## config.mk

```make
export PLATFORM = sky130hd
export DESIGN_NAME = status_led_pattern_engine_unit
export DESIGN_NICKNAME = d
export VERILOG_FILES = /design/src/rtl/slpe_pkg.sv /design/src/rtl/slpe_mul.sv /design/src/rtl/slpe_ctrl.sv /design/src/rtl/status_led_pattern_engine_unit.sv
export SDC_FILE = /design/constraint.sdc
export NUM_CORES = 1
export LEC_CHECK = 0
export ABC_AREA = 1
export BUFFER_PORTS_ARGS = -buffer_cell sky130_fd_sc_hd__buf_4
export CORE_MARGIN = 2
export CORE_UTILIZATION = 45
export DETAILED_ROUTE_END_ITERATION = 12
export PLACE_DENSITY_LB_ADDON = 0.2
export SYNTH_ARGS = -nofsm -noshare
export SYNTH_HDL_FRONTEND = slang
export SYNTH_SLANG_ARGS = --single-unit
```

## constraint.sdc

```tcl
create_clock -name i_clk -period 9.4 [get_ports i_clk]
set_clock_uncertainty 0.1 [all_clocks]
set_input_delay 0.94 -clock i_clk [delete_from_list [all_inputs] [get_ports i_clk]]
set_output_delay 0.94 -clock i_clk [all_outputs]
set_load 0.03 [all_outputs]
```

## src/rtl/slpe_pkg.sv

```systemverilog
// status led pattern engine: shared types, constants and hsv helper functions
// no dependencies; imported by every other file of the block
package slpe_pkg;

    localparam int TIME_BITS = 40;
    localparam int PAT_W     = 3;
    localparam int PERIOD_W  = 24;
    localparam int CFG_IDX_W = 2;
    localparam int S_DATA_W  = ((PAT_W + TIME_BITS + 7) / 8) * 8;
    localparam int M_DATA_W  = 32;

    localparam logic [PAT_W-1:0] PAT_OFF     = 3'd0;
    localparam logic [PAT_W-1:0] PAT_SOLID   = 3'd1;
    localparam logic [PAT_W-1:0] PAT_BREATH  = 3'd2;
    localparam logic [PAT_W-1:0] PAT_PAIRING = 3'd3;
    localparam logic [PAT_W-1:0] PAT_ERROR   = 3'd4;

    localparam logic [CFG_IDX_W-1:0] REG_USE_RGB     = 2'd0;
    localparam logic [CFG_IDX_W-1:0] REG_ACTIVE_HIGH = 2'd1;
    localparam logic [CFG_IDX_W-1:0] REG_PERIOD      = 2'd2;

    localparam logic [PERIOD_W-1:0] PERIOD_RESET = 24'd120000;

    localparam logic [7:0] BRIGHT_PEAK  = 8'd64;
    localparam logic [7:0] BRIGHT_FLOOR = 8'd4;
    localparam logic [7:0] BRIGHT_INCR  = 8'd2;

    localparam logic [2:0] HSV_LAST_STEP = 3'd4;

    typedef enum logic [1:0] {
        ST_IDLE,
        ST_EXEC,
        ST_HSV,
        ST_DONE
    } t_state;

    typedef struct packed {
        logic                use_rgb;
        logic                active_high;
        logic [PERIOD_W-1:0] period;
    } t_cfg;

    typedef struct packed {
        logic                 command;
        logic [PAT_W-1:0]     pattern;
        logic [TIME_BITS-1:0] now_us;
    } t_item;

    typedef struct packed {
        logic       lit;
        logic       pin_level;
        logic [7:0] blue;
        logic [7:0] green;
        logic [7:0] red;
    } t_res;

    // plain on/off write: fixed colour on the pixel or polarity on the pin
    function automatic t_res drive_res(input logic on, input t_cfg cfg);
        t_res res;
        res = '0;
        if (cfg.use_rgb) begin
            if (on) begin
                res.red   = 8'd16;
                res.green = 8'd64;
                res.blue  = 8'd255;
                res.lit   = 1'b1;
            end
        end else begin
            res.pin_level = on ? cfg.active_high : ~cfg.active_high;
            res.lit       = on;
        end
        return res;
    endfunction

    // hue sector, each 43 wide but the last, which is 41 wide
    function automatic logic [2:0] hsv_region(input logic [7:0] h);
        logic [2:0] region;
        if (h < 8'd43)       region = 3'd0;
        else if (h < 8'd86)  region = 3'd1;
        else if (h < 8'd129) region = 3'd2;
        else if (h < 8'd172) region = 3'd3;
        else if (h < 8'd215) region = 3'd4;
        else                 region = 3'd5;
        return region;
    endfunction

    // offset inside the sector scaled by 6
    function automatic logic [7:0] hsv_rem(input logic [7:0] h, input logic [2:0] region);
        logic [7:0] base;
        logic [7:0] diff;
        case (region)
            3'd0:    base = 8'd0;
            3'd1:    base = 8'd43;
            3'd2:    base = 8'd86;
            3'd3:    base = 8'd129;
            3'd4:    base = 8'd172;
            default: base = 8'd215;
        endcase
        diff = h - base;
        return 8'((diff << 2) + (diff << 1));
    endfunction

endpackage

```

## src/rtl/slpe_mul.sv

```systemverilog
// shared 8x8 multiplier with registered product
// depends on slpe_pkg (imported for house consistency)
module slpe_mul (
    input  logic        i_clk,
    input  logic [7:0]  i_a,
    input  logic [7:0]  i_b,
    output logic [15:0] o_prod
);
    import slpe_pkg::*;

    logic [15:0] r_prod;

    always_ff @(posedge i_clk) begin
        r_prod <= 16'(i_a) * 16'(i_b);
    end

    assign o_prod = r_prod;

endmodule

```

## src/rtl/slpe_ctrl.sv

```systemverilog
// pattern sequencer: item capture, pattern state and the hsv steps on the shared multiplier
// depends on slpe_pkg and slpe_mul
module slpe_ctrl (
    input  logic           i_clk,
    input  logic           i_rst_n,
    input  slpe_pkg::t_cfg  i_cfg,
    input  logic           i_item_valid,
    input  slpe_pkg::t_item i_item,
    output logic           o_item_ready,
    output logic           o_res_valid,
    output slpe_pkg::t_res  o_res,
    input  logic           i_res_ready
);
    import slpe_pkg::*;

    t_state r_state, n_state;
    t_item  r_item;

    logic [PAT_W-1:0]     r_pattern, n_pattern;
    logic [TIME_BITS-1:0] r_last, n_last;
    logic [7:0]           r_bright, n_bright;
    logic                 r_rising, n_rising;
    logic [7:0]           r_hue, n_hue;
    logic                 r_phase, n_phase;
    logic                 r_pin, n_pin;
    logic                 r_has, n_has;
    logic [2:0]           r_step, n_step;
    t_res                 r_res, n_res;
    logic [7:0]           r_k0, n_k0;
    logic [7:0]           r_k1, n_k1;
    logic [7:0]           r_q, n_q;

    logic [TIME_BITS-1:0] w_elapsed;
    logic                 w_due;
    logic [7:0]           w_nb;
    logic [2:0]           w_region;
    logic [7:0]           w_rem;
    logic [7:0]           w_mul_a;
    logic [7:0]           w_mul_b;
    logic [15:0]          w_prod;
    logic [7:0]           w_hi;
    logic                 w_go_hsv;
    t_res                 w_hsv;

    slpe_mul u_mul (
        .i_clk  (i_clk),
        .i_a    (w_mul_a),
        .i_b    (w_mul_b),
        .o_prod (w_prod)
    );

    assign w_elapsed = r_item.now_us - r_last;
    assign w_due     = w_elapsed >= TIME_BITS'(i_cfg.period);
    assign w_nb      = r_rising ? r_bright + BRIGHT_INCR : r_bright - BRIGHT_INCR;
    assign w_region  = hsv_region(r_hue);
    assign w_rem     = hsv_rem(r_hue, w_region);
    assign w_hi      = w_prod[15:8];
    assign w_go_hsv  = !r_item.command && r_pattern == PAT_BREATH && i_cfg.use_rgb;

    // operand select per step; product of step k shows up at step k+1
    always_comb begin
        w_mul_a = 8'd255;
        w_mul_b = 8'd0;
        case (r_step)
            3'd0:    w_mul_b = w_rem;
            3'd1:    w_mul_b = ~w_rem;
            3'd2: begin
                w_mul_a = r_bright;
                w_mul_b = ~r_k0;
            end
            3'd3: begin
                w_mul_a = r_bright;
                w_mul_b = ~r_k1;
            end
            default: w_mul_b = 8'd0;
        endcase
    end

    // sector to channel mapping, t comes straight off the multiplier on the last step
    always_comb begin
        w_hsv     = '0;
        w_hsv.lit = 1'b1;
        case (w_region)
            3'd0: begin
                w_hsv.red = r_bright; w_hsv.green = w_hi;
            end
            3'd1: begin
                w_hsv.red = r_q; w_hsv.green = r_bright;
            end
            3'd2: begin
                w_hsv.green = r_bright; w_hsv.blue = w_hi;
            end
            3'd3: begin
                w_hsv.green = r_q; w_hsv.blue = r_bright;
            end
            3'd4: begin
                w_hsv.red = w_hi; w_hsv.blue = r_bright;
            end
            default: begin
                w_hsv.red = r_bright; w_hsv.blue = r_q;
            end
        endcase
    end

    always_comb begin
        n_state = r_state;
        unique case (r_state)
            ST_IDLE: if (i_item_valid) n_state = ST_EXEC;
            ST_EXEC: n_state = w_go_hsv ? ST_HSV : ST_DONE;
            ST_HSV:  if (r_step == HSV_LAST_STEP) n_state = ST_DONE;
            ST_DONE: if (!r_has || i_res_ready) n_state = ST_IDLE;
            default: n_state = ST_IDLE;
        endcase
    end

    always_comb begin
        o_item_ready = r_state == ST_IDLE;
        o_res_valid  = r_state == ST_DONE && r_has;
        o_res        = r_res;
    end

    always_comb begin
        n_pattern = r_pattern;
        n_last    = r_last;
        n_bright  = r_bright;
        n_rising  = r_rising;
        n_hue     = r_hue;
        n_phase   = r_phase;
        n_pin     = r_pin;
        n_has     = r_has;
        n_step    = r_step;
        n_res     = r_res;
        n_k0      = r_k0;
        n_k1      = r_k1;
        n_q       = r_q;
        unique case (r_state)
            ST_EXEC: begin
                n_has  = 1'b0;
                n_step = 3'd0;
                if (r_item.command) begin
                    n_pattern = r_item.pattern;
                    n_last    = r_item.now_us;
                end else begin
                    unique case (r_pattern)
                        PAT_OFF: begin
                            n_res = drive_res(1'b0, i_cfg);
                            n_pin = 1'b0;
                            n_has = 1'b1;
                        end
                        PAT_SOLID: begin
                            n_res = drive_res(1'b1, i_cfg);
                            n_pin = 1'b1;
                            n_has = 1'b1;
                        end
                        PAT_ERROR: begin
                            n_has = 1'b1;
                            if (i_cfg.use_rgb) begin
                                n_res       = '0;
                                n_res.red   = 8'd64;
                                n_res.lit   = 1'b1;
                            end else begin
                                n_res = drive_res(1'b1, i_cfg);
                                n_pin = 1'b1;
                            end
                        end
                        PAT_BREATH: begin
                            if (i_cfg.use_rgb) begin
                                if (w_nb >= BRIGHT_PEAK) begin
                                    n_bright = BRIGHT_PEAK;
                                    n_rising = 1'b0;
                                end else if (w_nb <= BRIGHT_FLOOR) begin
                                    n_bright = BRIGHT_FLOOR;
                                    n_rising = 1'b1;
                                end else begin
                                    n_bright = w_nb;
                                end
                                n_hue = r_hue + 8'd1;
                            end else begin
                                n_res = drive_res(1'b1, i_cfg);
                                n_pin = 1'b1;
                                n_has = 1'b1;
                            end
                        end
                        PAT_PAIRING: begin
                            if (w_due) begin
                                n_has  = 1'b1;
                                n_last = r_item.now_us;
                                if (i_cfg.use_rgb) begin
                                    n_phase = ~r_phase;
                                    n_res   = '0;
                                    if (!r_phase) begin
                                        n_res.red   = 8'd64;
                                        n_res.green = 8'd64;
                                        n_res.blue  = 8'd64;
                                        n_res.lit   = 1'b1;
                                    end
                                end else begin
                                    n_res = drive_res(~r_pin, i_cfg);
                                    n_pin = ~r_pin;
                                end
                            end
                        end
                        default: n_has = 1'b0;
                    endcase
                end
            end
            ST_HSV: begin
                n_step = r_step + 3'd1;
                case (r_step)
                    3'd1: n_k0 = w_hi;
                    3'd2: n_k1 = w_hi;
                    3'd3: n_q  = w_hi;
                    3'd4: begin
                        n_res = w_hsv;
                        n_has = 1'b1;
                    end
                    default: n_step = r_step + 3'd1;
                endcase
            end
            default: n_step = r_step;
        endcase
    end

    always_ff @(posedge i_clk) begin
        if (!i_rst_n) begin
            r_state   <= ST_IDLE;
            r_pattern <= PAT_OFF;
            r_last    <= '0;
            r_bright  <= '0;
            r_rising  <= 1'b1;
            r_hue     <= '0;
            r_phase   <= 1'b0;
            r_pin     <= 1'b0;
            r_has     <= 1'b0;
            r_step    <= '0;
        end else begin
            r_state   <= n_state;
            r_pattern <= n_pattern;
            r_last    <= n_last;
            r_bright  <= n_bright;
            r_rising  <= n_rising;
            r_hue     <= n_hue;
            r_phase   <= n_phase;
            r_pin     <= n_pin;
            r_has     <= n_has;
            r_step    <= n_step;
        end
    end

    always_ff @(posedge i_clk) begin
        if (r_state == ST_IDLE && i_item_valid) begin
            r_item <= i_item;
        end
        r_res <= n_res;
        r_k0  <= n_k0;
        r_k1  <= n_k1;
        r_q   <= n_q;
    end

endmodule

```

## src/rtl/status_led_pattern_engine_unit.sv

```systemverilog
// from accept to the output register a tick passes the exec and done states; breathing
// ticks in pixel mode also pass the hsv steps, four passes through the one 8x8 multiplier.
// one transaction is in work at a time, and a result waiting in the output register does
// not block the next input transaction, a second finished one holds the sequencer.
// synchronous active-low reset: pattern off, breathing state cleared, config to defaults.
module status_led_pattern_engine_unit (
    input  logic                           i_clk,
    input  logic                           i_rst_n,
    input  logic                           i_cfg_we,
    input  logic [slpe_pkg::CFG_IDX_W-1:0] i_cfg_addr,
    input  logic [slpe_pkg::PERIOD_W-1:0]  i_cfg_wdata,
    input  logic                           s_axis_tvalid,
    output logic                           s_axis_tready,
    // pattern[2:0], now_us[42:3], zero fill
    input  logic [slpe_pkg::S_DATA_W-1:0]  s_axis_tdata,
    // command
    input  logic                           s_axis_tuser,
    output logic                           m_axis_tvalid,
    input  logic                           m_axis_tready,
    // red[7:0], green[15:8], blue[23:16], pin_level[24], lit[25], zero fill
    output logic [slpe_pkg::M_DATA_W-1:0]  m_axis_tdata
);
    import slpe_pkg::*;

    t_cfg  r_cfg;
    t_item w_item;
    t_res  w_res;
    logic  w_res_valid;
    logic  w_res_ready;
    logic  r_out_valid;
    t_res  r_out;

    always_ff @(posedge i_clk) begin
        if (!i_rst_n) begin
            r_cfg.use_rgb     <= 1'b1;
            r_cfg.active_high <= 1'b1;
            r_cfg.period      <= PERIOD_RESET;
        end else if (i_cfg_we) begin
            unique case (i_cfg_addr)
                REG_USE_RGB:     r_cfg.use_rgb     <= i_cfg_wdata[0];
                REG_ACTIVE_HIGH: r_cfg.active_high <= i_cfg_wdata[0];
                REG_PERIOD:      r_cfg.period      <= i_cfg_wdata;
                default:         r_cfg             <= r_cfg;
            endcase
        end
    end

    assign w_item.command = s_axis_tuser;
    assign w_item.pattern = s_axis_tdata[PAT_W-1:0];
    assign w_item.now_us  = s_axis_tdata[PAT_W +: TIME_BITS];

    slpe_ctrl u_ctrl (
        .i_clk        (i_clk),
        .i_rst_n      (i_rst_n),
        .i_cfg        (r_cfg),
        .i_item_valid (s_axis_tvalid),
        .i_item       (w_item),
        .o_item_ready (s_axis_tready),
        .o_res_valid  (w_res_valid),
        .o_res        (w_res),
        .i_res_ready  (w_res_ready)
    );

    assign w_res_ready = !r_out_valid || m_axis_tready;

    always_ff @(posedge i_clk) begin
        if (!i_rst_n) begin
            r_out_valid <= 1'b0;
        end else if (w_res_ready) begin
            r_out_valid <= w_res_valid;
        end
    end

    always_ff @(posedge i_clk) begin
        if (w_res_ready && w_res_valid) begin
            r_out <= w_res;
        end
    end

    assign m_axis_tvalid = r_out_valid;
    assign m_axis_tdata  = M_DATA_W'(r_out);

endmodule

```

Word level (Yosys, flattened, before mapping). Index checks and enable logic that the tools add are counted.

Bits in registers: 231. Input port bits: 80. Output and inout port bits: 34. Logic and storage cells: 172.

Add/sub/neg operators: 7. Multiply operators: 1. $lt $le $gt $ge: 8. Equality and inequality tests: 27. Multiplexer cells: 49. Bitwise gates (word level): 7. Reductions and logical operators: 42.

Operators with widths (count): 26-bit two-way mux (5); 26-bit case mux with 5 select lines (1); 40-bit two-way mux (3); 8-bit case mux with 3 select lines (3); 26-bit case mux with 2 select lines (1); 40-bit by 24-bit greater-or-equal comparator with 1-bit output (1); 40-bit subtractor (1); 7-bit case mux with 5 select lines (1); 8-bit two-way mux (4); 8-bit case mux with 4 select lines (1); 25-bit two-way mux (1); 8-bit < comparator, second input constant (3); 24-bit two-way mux (1); 8-bit NOT (3); 23-bit two-way mux (1); 3-bit by 2-bit == test with 1-bit output, second input constant (6); 8-bit by 8-bit multiplier with 16-bit output (1); 2-bit AND reduction (8); 1-bit two-way mux (15); 3-bit two-way mux (4); 6-bit AND reduction (2); 2-bit OR reduction (6); 5-bit AND reduction (2); 3-bit by 1-bit == test with 1-bit output, second input constant (3); 35 further kinds (64).

Logic depth before layout (Yosys ltp).
Depth in word-level cells: 13. Gate-level depth with buffers: 44. Depth with buffers taken out: 44.

Hierarchy. Synthesis repeated with hierarchy kept, for this count alone.

Cells, all modules: 2185. Area, all modules: 16170.5 sq um.

By module, submodules not included: slpe_ctrl (instances 1, cells an instance 1599, area an instance 11516.0 sq um, sequential area each 4164.0 sq um); slpe_mul (instances 1, cells an instance 395, area an instance 2721.4 sq um, sequential area each 320.3 sq um); status_led_pattern_engine_unit (instances 1, cells an instance 191, area an instance 1933.1 sq um, sequential area each 1321.3 sq um).

Worst setup path before layout. Ideal clock, no wire load.

Path type: reg2reg. Start: register u_ctrl.r_hue[1]. End: register u_ctrl.u_mul.r_prod[14] (netlist: u_ctrl.u_mul.o_prod[14]). Setup time: 0.119 ns. Data arrival time: 7.260 ns. Data required time: 9.181 ns. Slack: 1.921 ns. Cell stages (with the launch flop): 43. Path buffers: 0. Clock period less this slack: 7.479 ns. Cell sequence: dfxtp_1 > inv_1 > ha_1 > nand4_1 > nand2_1 > nor2_8 > nand2_4 > nand2_4 > nand2_4 > nand2_4 > nand2_2 > nor2_1 > inv_1 > fa_1 > o21ai_0 > xor2_1 > inv_1 > ha_1 > [... 7 more ...] > a21oi_2 > nand2_2 > nand2_4 > nor2_2 > fa_1 > inv_1 > fa_1 > fa_1 > fa_1 > inv_1 > ha_1 > nand2_1 > nor2_1 > a221oi_1 > o21ai_1 > nand3_1 > nand2_1 > xor2_1.

Longest elaborated chain between the ends: 13. Elaborated cells on any way between the ends: 21. Classes of those cells: 2 x add/sub; 1 x mul; 5 x order compare; 4 x eq/ne; 7 x mux; 1 x bitwise; 1 x reduce/logical.

RTL lines: start, declared (RTL line slpe_ctrl.sv:23) `logic [7:0] r_hue, n_hue;`; start signal, assigned (RTL line slpe_ctrl.sv:242) `r_hue <= n_hue;`; 8-bit < comparator (RTL line slpe_pkg.sv:82) `else if (h < 8'd215) region = 3'd4;`; 1-bit two-way mux (RTL line slpe_pkg.sv:82); 3-bit two-way mux (RTL line slpe_pkg.sv:81) `else if (h < 8'd172) region = 3'd3;`; 3-bit two-way mux (RTL line slpe_pkg.sv:80) `else if (h < 8'd129) region = 3'd2;`; 3-bit two-way mux (RTL line slpe_pkg.sv:79) `else if (h < 8'd86) region = 3'd1;`; 3-bit two-way mux (RTL line slpe_pkg.sv:78) `if (h < 8'd43) region = 3'd0;`; 3-bit == test, or another cell as far along (RTL line slpe_pkg.sv:91) `case (region)`; 7-bit case mux with 5 select lines (RTL line slpe_pkg.sv:91); 7-bit subtractor * (RTL line slpe_pkg.sv:99) `diff = h - base;`; 8-bit adder * (RTL line slpe_pkg.sv:100) `return 8'((diff << 2) + (diff << 1));`; 8-bit NOT (RTL line slpe_ctrl.sv:66) `3'd1: w_mul_b = ~w_rem;`; 8-bit case mux with 4 select lines * (RTL line slpe_ctrl.sv:64) `case (r_step)`; 8-bit by 8-bit multiplier with 16-bit output * (RTL line slpe_mul.sv:14) `r_prod <= 16'(i_a) * 16'(i_b);`; end signal, assigned (RTL line slpe_mul.sv:14); end, declared (RTL line slpe_mul.sv:11) `logic [15:0] r_prod;`.

Mark *: on every way between the ends. The rest lies on a longest branch, timed or not. A chain may end at the register's enable or synchronous reset.

Final worst setup path.
Start: register u_ctrl.r_hue[3]. End: register u_ctrl.u_mul.r_prod[14] (netlist: u_ctrl.u_mul.o_prod[14]).

The elaborated chain is that of the path after synthesis.

==> run_results.csv <==
group,metric,value,unit
yosys,ys_seq_area_share,36.7,%
global_route,grt-ovfl-total,0,
yosys,synth_enable_flop_cells,120,
clock_tree,h-tree-depth,1,
critical_path,critPathLaunchType,"register",
finish,num-fill-cells,3322,
yosys,ys_ff_latch,222,
sta,hold_viol,0,
route,drt_iter0_drc,605,
sta,setup_tns,0,ps
yosys,synthArstFlopShare,0,%
yosys,ys_types,57,
critical_path,required,9800,ps
clock_tree,cts_resized,0,
route,wire_per_inst,15.5,microns
route,vias,12700,
sta,final_max_slew_viol_count,0,
yosys,synthFlopType,"edfxtp_1",
floorplanning,rows,67,
clock_tree,clkLatencyLatePin,570,ps
yosys,yosys_warnings,0,
floorplanning,start_util,45.8,%
finish,layout-drive-gt1-share,12.0,%
floorplanning,core_area,0.0336,sq mm
floorplanning,die_y,189,microns
sta,fin_crit_sh,89.2,%
finish,n_antenna_cell,0,
critical_path,cp_common_cell,"nand2_1",
finish,final_cell_count_no_fill,2526,
pwr,p_per_area,266,mW/mm^2
sta,finalCriticalPeriod,8390,ps
outcome,outcome,"completed",
placement,dp_hpwl,30.0,mm
finish,utilization,51.8,%
clock_tree,cts.path.max_buffers,3,
clock_tree,postCtsSetupBuffers,0,
finish,layout_common_cells,"405 x nand2_1, 365 x inv_1, 211 x nor2_1",
sta,grt_setup_unrepaired,"no",
placement,placed_cells,2478,
yosys,synthCells,1964,
yosys,netlist_area,0.0154,sq mm
sta,worstMarginPinSlew,1070,ps
global_route,grt_pass1_vias,12500,
pwr,ir_drop,0.154,mV
sta,relSlewSlack,28.7,%
clock_tree,cts_tree,"built",
critical_path,crit_path_end_kind,"register",
critical_path,critPathArrivalTime,8790,ps
route,drcViolationCount,0,
pwr,power,4620,uW
floorplanning,ios,114,
global_route,antenna_found_initial,0,
route,firstDrtPassIters,5,
finish,fin_nets,2300,
placement,port_buffers,102,
critical_path,path_class,"register to register",
clock_tree,clk_pin_slew,60,ps
placement,place_congestion,0.911,
route,via_per_inst,5.02,
global_route,grt_max_degree,80,
route,routed_wirelength,39.3,mm
sta,max_freq,119,MHz
hold_path,min_path_type,"register to register",
floorplanning,die_width,189,microns
route,drtAntennaViolNets,0,
yosys,avgSynthCellArea,7.83,sq um
sta,setup_viol,0,
clock_tree,numCtsBuffers,26,
critical_path,cp_max_fo,10,
floorplanning,fp.dieArea,0.0357,sq mm
pwr,p_leak,0.00831,uW
finish,synthToLayoutAreaGrowth,13.1,%
flow_run,max_cap_violations,0,
clock_tree,cts_hold_buf,0,
clock_tree,root_buffer,"clkbuf_16",
finish,final_common_cell,"nand2_1",
global_route,grt_pass1_wl,63.2,mm
clock_tree,clkSinkCount,222,
critical_path,cp_slowest_cell,"fa_1",
global_route,grt_usage,22.1,%
critical_path,worst_path_largest_cell_delay,570,ps
-- area by class of cell --
| type | count | area [sq um] | area share (%) |
|---|---|---|---|
| multi-input cells | 1330 | 8100 | 46.5 |
| flip-flops and latches | 222 | 5650 | 32.5 |
| inverters | 373 | 1400 | 8.05 |
| repair buffers | 105 | 788 | 4.53 |
| clock buffers | 39 | 772 | 4.44 |
| well taps | 448 | 561 | 3.22 |
| clock inverters | 9 | 133 | 0.762 |
-- critical path, delay by kind of cell, from the launching register on --
kind | cells | cell delay [ps]
fa+ha+maj | 7 | 3090
compound gates | 6 | 1650
simple gates | 18 | 2250
flops | 1 | 510
buf+inv | 4 | 220
xor+xnor | 3 | 450
-- stage by stage --
stage | area (sq um) | setup WS, ps | hold WS [ps]
4_1_cts | 17400 | 1040 | 318
5_1_grt | 17400 | 340 | 327
3_3_place_gp | 16500 | 1180 | 305
2_1_floorplan | 15400 | 1920 | 300
6_report | 17400 | 1010 | 318
3_5_place_dp | 16500 | 1080 | 305
-- layer usage --
layer / track usage, % / share of wire, % / up-vias
met5: 0 / 0 / -
met3: 2.93 / 3.5 / 68
met1: 27.3 / 43 / 5923
met4: 7.72 / 3.5 / 0
li1: - / - / 6488
met2: 39.6 / 50 / 206
-- Yosys cell counts, drive strengths merged, types with 4 or more instances --
cell	n	area, sq um
nor3	18	95.1
xnor2	10	95.1
and2	6	40.0
inv	370	1390
ha	123	1540
o22ai	24	150
nor2	271	1200
buf	27	198
nand2	429	1710
a21o	8	60.1
a31oi	6	37.5
o21bai	11	82.6
nor4	4	31.3
fa	39	781
clkbuf	17	63.8
a211oi	9	67.6
xor2	35	307
nand4	47	294
nand3b	5	37.5
dfxtp	102	2040
o211ai	13	103
a21oi	113	569
edfxtp	120	3600
nand3	67	380
a221oi	4	35.0
o21ai	70	350
-- logic make-up (layout without fill, tap and decap cells) --
| group | after synthesis | in the layout | synth area share [%] |
|---|---|---|---|
| AO/OA/AOI/OAI | 267 | 267 | 10.0 |
| XOR/XNOR | 45 | 45 | 2.61 |
| adder cells (fa/ha/maj) | 162 | 162 | 15.1 |
| buffers and inverters | 417 | 526 | 10.8 |
| flip-flops | 222 | 222 | 36.7 |
| other | 1 | 6 | 0.0244 |
| AND/OR/NAND/NOR | 850 | 850 | 24.8 |
-- final timing paths --
kind / slack [ps] / end / from / cells past startpoint
setup reg to reg: 1010 / u_ctrl.u_mul.o_prod[14] / u_ctrl.r_hue[3] / 38
hold / removal: 320 / m_axis_tdata[20] / u_ctrl.o_res[20] / 0
setup / recovery: 1010 / u_ctrl.u_mul.o_prod[14] / u_ctrl.r_hue[3] / 38
hold reg to reg: 320 / m_axis_tdata[20] / u_ctrl.o_res[20] / 0
-- flip-flops by register name, indices dropped and copies added, names as in the netlist --
register / flops
u_ctrl.r_q: 8
u_ctrl.r_hue: 8
u_ctrl.u_mul.o_prod: 8
u_ctrl.r_pin: 1
u_ctrl.r_has: 1
m_axis_tvalid: 1
r_cfg: 26
u_ctrl.r_phase: 1
u_ctrl.r_pattern: 3
u_ctrl.r_item: 44
u_ctrl.r_step: 3
m_axis_tdata: 26
u_ctrl.r_last: 40
u_ctrl.r_k1: 8
u_ctrl.r_rising: 1
u_ctrl.r_state: 2
u_ctrl.r_bright: 7
u_ctrl.r_k0: 8
u_ctrl.o_res: 26
-- power by group --
part           total (uW)  internal (uW)  switching, uW  leakage [uW]
Combinational        2200            801           1400       0.00592
Clock                1050            628            424      0.000433
Sequential           1370           1260            106       0.00196
Power figures use the tool's default switching activity.
